## config.mk

```make
export PLATFORM = sky130hd
export DESIGN_NAME = priority_voice_allocator_flat
export DESIGN_NICKNAME = d
export VERILOG_FILES = /design/src/pva_pkg.sv /design/src/pva_in_if.sv /design/src/pva_out_if.sv /design/src/pva_cell.sv /design/src/priority_voice_allocator.sv /design/src/flat_wrapper.sv
export SDC_FILE = /design/constraint.sdc
export NUM_CORES = 2
export LEC_CHECK = 0
export BUFFER_PORTS_ARGS = -buffer_cell sky130_fd_sc_hd__buf_2
export CAP_MARGIN = 20
export CORE_AREA = 2 2 237 239
export CTS_CLUSTER_DIAMETER = 100
export DETAILED_ROUTE_END_ITERATION = 10
export DIE_AREA = 0 0 239 241
export GPL_ROUTABILITY_DRIVEN = 0
export PLACE_DENSITY = 0.87
export SLEW_MARGIN = 25
export SYNTH_ARGS = -nofsm -noshare
export SYNTH_HDL_FRONTEND = slang
export SYNTH_SLANG_ARGS = --single-unit
```

## constraint.sdc

```tcl
create_clock -name clk -period 3.1 [get_ports clk]
set_clock_uncertainty 0.05 [all_clocks]
set_input_delay 0.31 -clock clk [delete_from_list [all_inputs] [get_ports clk]]
set_output_delay 0.31 -clock clk [all_outputs]
set_load 0.05 [all_outputs]
```

## src/pva_pkg.sv

```systemverilog
`default_nettype none
package pva_pkg;

  localparam int PRI_W  = 32;
  localparam int MASK_W = 8;
  localparam int CHAN_W = 3;
  localparam int ADDR_W = 2;

  localparam logic [PRI_W-1:0] PRI_MAX = 32'hFFFF_FFFF;

  localparam logic REQ_PLAY    = 1'b0;
  localparam logic REQ_SILENCE = 1'b1;

  localparam logic [ADDR_W-1:0] REG_SOUND_ENABLED = 2'd0;

  typedef enum logic [1:0] {
    ST_IDLE,
    ST_SCAN,
    ST_FINISH
  } state_t;

  typedef struct packed {
    logic             valid;
    logic [PRI_W-1:0] pri;
  } scan_t;

  typedef struct packed {
    logic             clear;
    logic             wr_en;
    logic [PRI_W-1:0] wr_data;
  } cell_ctrl_t;

endpackage
`default_nettype wire

```

## src/pva_in_if.sv

```systemverilog
`default_nettype none
interface pva_in_if;
  logic                       valid;
  logic                       ready;
  logic                       req_type;
  logic [pva_pkg::PRI_W-1:0]  sound_priority;
  logic                       higher_only;
  logic                       audible;
  logic [pva_pkg::MASK_W-1:0] active_mask;

  modport source (output valid, req_type, sound_priority, higher_only, audible, active_mask,
                  input ready);
  modport sink (input valid, req_type, sound_priority, higher_only, audible, active_mask,
                output ready);
endinterface
`default_nettype wire

```

## src/pva_out_if.sv

```systemverilog
`default_nettype none
interface pva_out_if;
  logic                       valid;
  logic                       ready;
  logic                       granted;
  logic [pva_pkg::CHAN_W-1:0] channel;
  logic [pva_pkg::PRI_W-1:0]  channel_priority;

  modport source (output valid, granted, channel, channel_priority, input ready);
  modport sink (input valid, granted, channel, channel_priority, output ready);
endinterface
`default_nettype wire

```

## src/pva_cell.sv

```systemverilog
`default_nettype none
module pva_cell #(
  parameter int IDX_W = 3
) (
  input  wire                        clk,
  input  wire                        rst,
  input  wire pva_pkg::cell_ctrl_t   ctrl,
  input  wire                        active,
  input  wire  [IDX_W-1:0]           cell_idx,
  input  wire pva_pkg::scan_t        tok_in,
  input  wire  [IDX_W-1:0]           chan_in,
  output pva_pkg::scan_t             tok_out,
  output logic [IDX_W-1:0]           chan_out
);

  logic [pva_pkg::PRI_W-1:0] entry;
  logic [pva_pkg::PRI_W-1:0] entry_eff;
  logic                      out_valid;
  logic [pva_pkg::PRI_W-1:0] out_pri;
  logic [IDX_W-1:0]          out_chan;

  // An idle channel holds no claim on its voice.
  assign entry_eff = active ? entry : '0;

  always_ff @(posedge clk) begin
    if (rst) begin
      entry <= '0;
    end else if (ctrl.clear) begin
      entry <= '0;
    end else if (ctrl.wr_en) begin
      entry <= ctrl.wr_data;
    end else if (tok_in.valid) begin
      entry <= entry_eff;
    end
  end

  always_ff @(posedge clk) begin
    if (rst) begin
      out_valid <= 1'b0;
    end else begin
      out_valid <= tok_in.valid;
    end
  end

  always_ff @(posedge clk) begin
    if (tok_in.valid) begin
      if (entry_eff < tok_in.pri) begin
        out_pri  <= entry_eff;
        out_chan <= cell_idx;
      end else begin
        out_pri  <= tok_in.pri;
        out_chan <= chan_in;
      end
    end
  end

  assign tok_out.valid = out_valid;
  assign tok_out.pri   = out_pri;
  assign chan_out      = out_chan;

endmodule
`default_nettype wire

```

## src/priority_voice_allocator.sv

```systemverilog
`default_nettype none
// Voice allocator that keeps one priority per playback channel in a row of cells. A play
// word sends a scan token down the row, one cell per cycle; each cell zeroes its entry when
// its channel is idle and keeps the lowest priority seen, lowest index first on a tie. The
// request is granted when that priority is below the sound priority, or equal when
// higher_only is clear, and an audible grant writes the sound priority back to the chosen
// cell. A silence word clears every entry, and with sound_enabled low every word returns a
// zero result and changes nothing. A new word is accepted only in the idle state, after the
// scan of a play word has left the cell row and the result has been loaded into the output
// register. Each input word gives exactly one result word, held there until taken.
module priority_voice_allocator #(
  parameter int NUM_CHANNELS = 8
) (
  input  wire                          clk,
  input  wire                          rst,
  input  wire                          psel,
  input  wire                          penable,
  input  wire                          pwrite,
  input  wire  [pva_pkg::ADDR_W-1:0]   paddr,
  input  wire  [31:0]                  pwdata,
  output logic [31:0]                  prdata,
  output logic                         pready,
  pva_in_if.sink                       req,
  pva_out_if.source                    rsp
);

  localparam int IDX_W = $clog2(NUM_CHANNELS);
  localparam int EXT_W = IDX_W + pva_pkg::CHAN_W;

  pva_pkg::state_t state;
  pva_pkg::state_t state_next;

  logic                         sound_enabled;
  logic                         in_accept;
  logic                         in_ready;
  logic                         finish;
  logic                         start;
  logic                         r_play;
  logic                         r_silence;
  logic [pva_pkg::PRI_W-1:0]    r_pri;
  logic                         r_higher;
  logic                         r_audible;
  logic [pva_pkg::MASK_W-1:0]   r_mask;

  pva_pkg::scan_t               tok  [0:NUM_CHANNELS];
  logic [IDX_W-1:0]             chan [0:NUM_CHANNELS];
  logic [NUM_CHANNELS-1:0]      act;
  pva_pkg::cell_ctrl_t          ctrl [0:NUM_CHANNELS-1];

  logic [pva_pkg::PRI_W-1:0]    best_pri;
  logic [IDX_W-1:0]             best_chan;
  logic [EXT_W-1:0]             best_chan_ext;
  logic                         grant;
  logic                         wr_hit;

  logic                         out_valid;
  logic                         out_granted;
  logic [pva_pkg::CHAN_W-1:0]   out_channel;
  logic [pva_pkg::PRI_W-1:0]    out_pri;

  assign pready = 1'b1;

  always_ff @(posedge clk) begin
    if (rst) begin
      sound_enabled <= 1'b1;
    end else if (psel && penable && pwrite && paddr == pva_pkg::REG_SOUND_ENABLED) begin
      sound_enabled <= pwdata[0];
    end
  end

  always_comb begin
    prdata = '0;
    if (paddr == pva_pkg::REG_SOUND_ENABLED) begin
      prdata[0] = sound_enabled;
    end
  end

  assign in_accept = req.valid && in_ready;
  assign req.ready = in_ready;

  always_ff @(posedge clk) begin
    if (rst) begin
      state <= pva_pkg::ST_IDLE;
    end else begin
      state <= state_next;
    end
  end

  always_comb begin
    state_next = state;
    in_ready   = 1'b0;
    finish     = 1'b0;
    case (state)
      pva_pkg::ST_IDLE: begin
        in_ready = 1'b1;
        if (req.valid) begin
          if (sound_enabled && req.req_type == pva_pkg::REQ_PLAY) begin
            state_next = pva_pkg::ST_SCAN;
          end else begin
            state_next = pva_pkg::ST_FINISH;
          end
        end
      end
      pva_pkg::ST_SCAN: begin
        if (tok[NUM_CHANNELS].valid) begin
          state_next = pva_pkg::ST_FINISH;
        end
      end
      pva_pkg::ST_FINISH: begin
        if (!out_valid || rsp.ready) begin
          finish     = 1'b1;
          state_next = pva_pkg::ST_IDLE;
        end
      end
      default: begin
        state_next = pva_pkg::ST_IDLE;
      end
    endcase
  end

  always_ff @(posedge clk) begin
    if (rst) begin
      start <= 1'b0;
    end else begin
      start <= in_accept && sound_enabled && req.req_type == pva_pkg::REQ_PLAY;
    end
  end

  always_ff @(posedge clk) begin
    if (in_accept) begin
      r_play    <= sound_enabled && req.req_type == pva_pkg::REQ_PLAY;
      r_silence <= sound_enabled && req.req_type == pva_pkg::REQ_SILENCE;
      r_pri     <= req.sound_priority;
      r_higher  <= req.higher_only;
      r_audible <= req.audible;
      r_mask    <= req.active_mask;
    end
  end

  assign tok[0].valid = start;
  assign tok[0].pri   = pva_pkg::PRI_MAX;
  assign chan[0]      = '0;

  assign best_pri      = tok[NUM_CHANNELS].pri;
  assign best_chan     = chan[NUM_CHANNELS];
  assign best_chan_ext = {{pva_pkg::CHAN_W{1'b0}}, best_chan};
  assign grant         = r_higher ? (best_pri < r_pri) : (best_pri <= r_pri);
  assign wr_hit        = finish && r_play && grant && r_audible;

  for (genvar i = 0; i < NUM_CHANNELS; i++) begin : g_cell
    if (i < pva_pkg::MASK_W) begin : g_masked
      assign act[i] = r_mask[i];
    end else begin : g_unmasked
      assign act[i] = 1'b0;
    end

    assign ctrl[i].clear   = finish && r_silence;
    assign ctrl[i].wr_en   = wr_hit && best_chan == IDX_W'(i);
    assign ctrl[i].wr_data = r_pri;

    pva_cell #(
      .IDX_W (IDX_W)
    ) u_cell (
      .clk      (clk),
      .rst      (rst),
      .ctrl     (ctrl[i]),
      .active   (act[i]),
      .cell_idx (IDX_W'(i)),
      .tok_in   (tok[i]),
      .chan_in  (chan[i]),
      .tok_out  (tok[i+1]),
      .chan_out (chan[i+1])
    );
  end

  always_ff @(posedge clk) begin
    if (rst) begin
      out_valid <= 1'b0;
    end else if (finish) begin
      out_valid <= 1'b1;
    end else if (rsp.ready) begin
      out_valid <= 1'b0;
    end
  end

  always_ff @(posedge clk) begin
    if (finish) begin
      out_granted <= r_play && grant;
      out_channel <= r_play ? best_chan_ext[pva_pkg::CHAN_W-1:0] : '0;
      out_pri     <= r_play ? best_pri : '0;
    end
  end

  assign rsp.valid            = out_valid;
  assign rsp.granted          = out_granted;
  assign rsp.channel          = out_channel;
  assign rsp.channel_priority = out_pri;

endmodule
`default_nettype wire
```

## src/flat_wrapper.sv

```systemverilog
// flat-port wrapper written by rule: the top's interface ports become plain ports
module priority_voice_allocator_flat 
#(
  parameter int NUM_CHANNELS = 8
)
  (clk, rst, psel, penable, pwrite, paddr, pwdata, prdata, pready, req_valid, req_req_type, req_sound_priority, req_higher_only, req_audible, req_active_mask, req_ready, rsp_valid, rsp_granted, rsp_channel, rsp_channel_priority, rsp_ready);
  pva_in_if req_i ();
  pva_out_if rsp_i ();
  input  wire clk;
  input  wire rst;
  input  wire psel;
  input  wire penable;
  input  wire pwrite;
  input  wire  [pva_pkg::ADDR_W-1:0] paddr;
  input  wire  [31:0] pwdata;
  output logic [31:0] prdata;
  output logic pready;
  input wire logic [$bits(req_i.valid)-1:0] req_valid;
  input wire logic [$bits(req_i.req_type)-1:0] req_req_type;
  input wire logic [$bits(req_i.sound_priority)-1:0] req_sound_priority;
  input wire logic [$bits(req_i.higher_only)-1:0] req_higher_only;
  input wire logic [$bits(req_i.audible)-1:0] req_audible;
  input wire logic [$bits(req_i.active_mask)-1:0] req_active_mask;
  output wire logic [$bits(req_i.ready)-1:0] req_ready;
  output wire logic [$bits(rsp_i.valid)-1:0] rsp_valid;
  output wire logic [$bits(rsp_i.granted)-1:0] rsp_granted;
  output wire logic [$bits(rsp_i.channel)-1:0] rsp_channel;
  output wire logic [$bits(rsp_i.channel_priority)-1:0] rsp_channel_priority;
  input wire logic [$bits(rsp_i.ready)-1:0] rsp_ready;
  assign req_i.valid = req_valid;
  assign req_i.req_type = req_req_type;
  assign req_i.sound_priority = req_sound_priority;
  assign req_i.higher_only = req_higher_only;
  assign req_i.audible = req_audible;
  assign req_i.active_mask = req_active_mask;
  assign req_ready = req_i.ready;
  assign rsp_valid = rsp_i.valid;
  assign rsp_granted = rsp_i.granted;
  assign rsp_channel = rsp_i.channel;
  assign rsp_channel_priority = rsp_i.channel_priority;
  assign rsp_i.ready = rsp_ready;
  priority_voice_allocator #(.NUM_CHANNELS(NUM_CHANNELS)) u_core (.clk(clk), .rst(rst), .psel(psel), .penable(penable), .pwrite(pwrite), .paddr(paddr), .pwdata(pwdata), .prdata(prdata), .pready(pready), .req(req_i), .rsp(rsp_i));
endmodule
```

[Word-level counts from Yosys, hierarchy flattened]
Cells that the tools add are included.
Cells by class
  mux-type cells: 43
  reduce and logical (&&, ||, !) cells: 37
  bitwise logic cells: 1
  $lt $le $gt $ge: 10
  equal/unequal tests: 12
Operator list (number)
  2-to-1 mux 32 bit: 31
  less-than comparator 32 bit: 8
  less-or-equal comparator 32 bit: 1
  less-than comparator 32 bit (second input constant): 1
  logical AND 1 bit: 21
  nonzero test 2 bit: 9
  equality test 3 bit (second input constant): 4
  2-to-1 mux 2 bit: 4
  2-to-1 mux 1 bit: 7
  equality test 3 x 2 -> 1 bit (second input constant): 2
  one-hot mux 2 bit (3 select lines): 1
  logical NOT 2 bit: 2
  inequality test 2 bit (second input constant): 2
  equality test 3 x 1 -> 1 bit (second input constant): 1
  logical NOT 3 bit: 1
  AND reduction 3 bit: 1
  equality test 2 x 1 -> 1 bit (second input constant): 1
  equality test 2 bit (second input constant): 1
  inequality test 2 x 1 -> 1 bit (second input constant): 1
  OR reduction 2 bit: 1
  logical NOT 1 bit: 1
  logical OR 1 bit: 1
  inverter 1 bit: 1
Word-level totals
  bits of input ports: 84
  register bits: 622
  word-level logic and storage cells: 147
  output and inout port bits: 71

[Logic depth before layout (Yosys ltp)]
  depth after elaboration: 9
  mapped depth: 12
  depth with buffers taken out: 9

[Modules after synthesis]
A second synthesis with hierarchy kept.
Second synthesis, totals
  cell total of the unflattened synthesis: 2997
  area, all modules: 33697.3 sq um
Modules (own cells, without submodules)
  pva_cell (u_core.g_cell[1].u_cell ...): area an instance 3701.0 sq um, instances 4, sequential area each 1711.6 sq um, cells each 335
  pva_cell (u_core.g_cell[0].u_cell ...): area an instance 3678.5 sq um, instances 3, sequential area each 1711.6 sq um, cells each 335
  priority_voice_allocator: area an instance 4112.7 sq um, instances 1, sequential area each 2502.4 sq um, cells each 318
  pva_cell (u_core.g_cell[4].u_cell): area an instance 3744.8 sq um, instances 1, sequential area each 1711.6 sq um, cells each 334

[Worst setup path before layout]
No wires, ideal clock.
  path kind: reg-to-reg
  start point: register u_core.r_mask (netlist bit u_core.act[5])
  end point: register u_core.g_cell[5].u_cell.out_pri[10] (netlist name), data pin
  cell stages (with the launch flop): 12
  path buffers: 2
  setup slack: -0.149 ns
  clock period less this slack: 3.249 ns
  setup time: 0.260 ns
  arrival time: 2.940 ns
  data required time: 2.790 ns
  cell sequence: edfxtp_1 -> clkbuf_1 -> and2_1 -> ha_1 -> a21o_1 -> a21o_1 -> a221o_1 -> a221oi_1 -> a21oi_1 -> nor2_1 -> buf_2 -> mux2_2
Between the ends
  cells in the longest elaborated chain, start to end: 3
Ends and longest elaborated chain
  start, declared: line priority_voice_allocator.sv:43  | logic [pva_pkg::MASK_W-1:0] r_mask;
  start signal, assigned: line priority_voice_allocator.sv:136  | r_mask <= req.active_mask;
  2-to-1 mux 32 bit *: line pva_cell.sv:23  | assign entry_eff = active ? entry : '0;
  less-than comparator 32 bit: line pva_cell.sv:47  | if (entry_eff < tok_in.pri) begin
  2-to-1 mux 32 bit *: line pva_cell.sv:47
  end signal, assigned: line pva_cell.sv:48  | out_pri <= entry_eff;
  end signal, assigned: line pva_cell.sv:51  | out_pri <= tok_in.pri;
  end, declared: line pva_cell.sv:19  | logic [pva_pkg::PRI_W-1:0] out_pri;
Every way passes the cells marked *; elsewhere a longest branch is shown, timed or not.
A chain may end at the register's enable or synchronous reset.

[Worst setup path in the final report]
  start point: register u_core.r_mask (netlist bit u_core.act[6])
  end point: register u_core.g_cell[6].u_cell.out_pri[12] (netlist name), data pin
Between the ends
  cells in the longest elaborated chain, start to end: 3
Ends and longest elaborated chain (line)
  2-to-1 mux 32 bit *: pva_cell.sv:23
  less-than comparator 32 bit: pva_cell.sv:47
  2-to-1 mux 32 bit *: pva_cell.sv:47
  end signal, assigned: pva_cell.sv:48
  end signal, assigned: pva_cell.sv:51
  end, declared: pva_cell.sv:19
Marked as above.

==> implementation parameters <==
Parameter                              Value

Status
  Result of the run    finished with violations
  Failing checks    negative setup slack

Power
  Overall power    0.0178 W
  Peak supply drop    0.445 mV
  Static power due to leakage    roughly 16 nW
  Power per cell area    between 400 and 500 nW/um^2

Min path
  Hold path startpoint    rst
  Path type of the worst min-delay path    input pin to register
  Hold-critical path endpoint    u_core.g_cell[4].u_cell.out_valid
  Number of cells on the worst hold path    2

GRT
  Number of global-route vias before repair    22500
  GRT Resource Usage Total    0.249
  Number of antenna violations at the first check in global routing    0
  First-pass GRT wire length    115000 um
  Maximum number of pins on one net before global-route repair    65
  Leftover overflow at the end of global routing    0

Critical path
  Worst setup path class    register to register
  Arrival @ worst endpoint    approximately 3800 ps
  Endpoint of the most critical register-to-register path    u_core.g_cell[6].u_cell.out_pri[12]
  Critical Path Fanout Max    5
  Sort of element at the end of the critical path    register
  Path depth of the worst reg2reg path    12
  Slack of the worst reg-to-reg path    -300 ps
  Sort of element at the start of the critical path    register
  Crit Reg-Reg Startpoint    u_core.act[6]
  Required time of the critical path    around 3500 ps

Run
  Count of maximum capacitance violations    0

Cells and area
  Ratio of cells with drive above 1 in the final layout    0.222
  Area added between synthesis and finish    22.4%
  Nets    ~3400
  Antenna diode instance count    0

Routing
  Final wirelength    90700 um
  Vias after detailed routing    roughly 24000
  Number of nets with antenna violations after detailed routing    0
  First-pass iteration count of the detailed router    8
  DR vias/cell    around 6.3
  DRC violation count after routing    0
  Number of design-rule violations left by the first detailed-router iteration    between 2000 and 3000
  Routed wire length per instance    ~24 um

STA
  Final worst slack    -301 ps
  Worst slew slack as a fraction of its limit    0.306
  Count of endpoints failing setup in the final report    between 200 and 250
  Number of endpoints with negative hold slack in the final report    0
  Final slew viol count    0
  Fraction of the cycle the final worst path needs    1.10
  Transition time of the tightest slew-check pin    approximately 1000 ps
  Max Clk Rate    294 MHz
  RSZ-0062 raised after global routing    yes
  Period minus WS final    3400 ps

Die
  Die area    57600 sq um
  Die X-Extent    239 um
  Starting density of the core    0.557
  Height of the die    ~240 um
  Total I/O pin count    roughly 160
  Cell Rows    86
  Core area    ~55000 sq um

Clock network
  Clock tree from TritonCTS    done
  H-tree lvl count    2
  Clock insertion delay at the later pin of the skew report    670 ps
  Buffers from clock root to sink, at most    3
  TritonCTS buffer count    61
  Library cell used as clock root buffer    clkbuf_16
  Clock transition at the registers of the reported paths    ~70 ps
  Clock sink total    between 600 and 700

Logic synthesis
  Fraction of synthesis flops using an asynchronous set or reset pin    0
  Number of enable flip-flop cells after synthesis    roughly 350
  Number of instances in the synthesized netlist    between 2000 and 3000
  Synth warnings    0
  Synthesized area per cell    10.9 sq um
  Post-synth cell types    56
  Dominant synthesized flop cell    edfxtp_1
  Sequential element share of the synthesized area    0.523
  Post-Syn Area    30600 sq um
  Number of synthesized register bits    approximately 620

Placement
  Number of I/O port buffers    91
  Pre-CTS WS    -184 ps
  Half-perimeter wire length after placement    48000 um
## synthesized netlist by cell type, types with 64 or more instances
cell,number,area (sq um)
nand2_1,141,529
mux2_2,156,1760
clkbuf_1,116,435
and2_1,288,1800
nand3_1,211,1060
dfxtp_1,269,5390
ha_1,249,3120
inv_1,266,998
a21oi_1,69,345
edfxtp_1,353,10600
a22o_1,64,561
o21ai_0,237,1190
mux2i_1,69,691
## logic make-up (layout without fill, tap and decap cells)
group,Yosys count,in the layout,share of synthesized area
and+or+nand+nor,771,771,0.135
DFF,622,622,0.523
AOI/OAI and AO/OA,498,499,0.102
buffers and inverters,428,671,0.0573
adders and majority gates,249,249,0.102
muxes,225,225,0.0801
other,2,32,0.000246
## report_power, final
part           internal (W)  switching, W  leakage (nW)
clock network       0.00463       0.00341          1.05
logic              0.000263      0.000661          9.81
registers           0.00875     0.0000603          5.41
total                0.0137       0.00413          16.3
## worst max-delay path, cell delays in order (launching register included)
cell and delay [ps]:
edfxtp_1 470, buf_6 180, and2_4 160, ha_4 220, a21oi_1 140, nand2_1 110
a211oi_2 350, o21ai_1 210, o211ai_1 250, nor3b_4 360, buf_6 170, clkbuf_16 150
mux2_4 310
## sequential cells by signal, indices dropped and copies added (netlist names), 2 cells and up
signal                          cells
u_core.g_cell.u_cell.entry        256
u_core.g_cell.u_cell.out_pri      256
u_core.r_pri                       32
u_core.rsp.channel_priority        32
u_core.g_cell.u_cell.chan_out      17
u_core.act                          8
u_core.g_cell.u_cell.out_valid      8
u_core.rsp.channel                  3
u_core.state                        2
## per-stage QoR
stage | instances | utilization | hold WS [ps] | area (sq um) | setup TNS (ps)
3_5_place_dp | 3523 | 0.584 | 395 | 32000 | -12590
5_1_grt | 3773 | 0.681 | 54.7 | 37400 | -44990
6_report | 3773 | 0.681 | 67.4 | 37400 | -30740
4_1_cts | 3713 | 0.645 | 44.4 | 35400 | -832
2_1_floorplan | 2825 | - | 332 | 30700 | -1110
3_3_place_gp | 3523 | 0.584 | 389 | 32000 | -4100
## layer usage
layer	vias up	GRT usage	routed length, um
li1	10300	-	-
met1	11500	0.296	31800
met2	1542	0.444	44800
met3	476	0.0397	7670
met4	0	0.116	6510
met5	-	0	0
## timing repair
item,4_1_cts,5_1_grt
setup endpoints to repair,327,406
pin swaps,21,67
cloned,6,28
resized for setup,78,242
hold endpoints to repair,47,0
buffers inserted,23,33
hold buffers,47,0
## cells in the final DEF, fill, tap and decap left out, types with 82 or more instances in the layout
cell / netlist / layout
clkbuf_16: 0 / 82
ha_1: 249 / 193
inv_1: 266 / 266
edfxtp_1: 353 / 353
nand3_1: 211 / 209
mux2_2: 156 / 101
o21ai_0: 237 / 210
and2_1: 288 / 249
buf_2: 9 / 95
dfxtp_1: 269 / 269
nand2_1: 141 / 135
## area by class of cell
| cell class | count | area [sq um] |
|---|---|---|
| sequential | 622 | 16000 |
| clock inverter | 34 | 444 |
| clock buffer | 81 | 1700 |
| inverter | 266 | 998 |
| fill | 3334 | 17500 |
| multi-input combinational | 1776 | 14400 |
| tap | 704 | 881 |
| timing repair buffer | 290 | 2960 |
## worst max path at each step
stage	slack, ps	start	end
6_report	-300	u_core.act[6]	u_core.g_cell[6].u_cell.out_pri[12]
5_1_grt	-300	u_core.act[6]	u_core.g_cell[6].u_cell.out_pri[12]
4_1_cts	-50	u_core.act[5]	u_core.g_cell[5].u_cell.out_pri[30]
3_5_place_dp	-180	u_core.act[5]	u_core.g_cell[5].u_cell.out_pri[6]
3_3_place_gp	-120	u_core.act[5]	u_core.g_cell[5].u_cell.out_pri[10]
2_1_floorplan	-50	u_core.act[6]	u_core.g_cell[6].u_cell.out_pri[10]
Note: power is estimated with default switching activity, not from simulation.
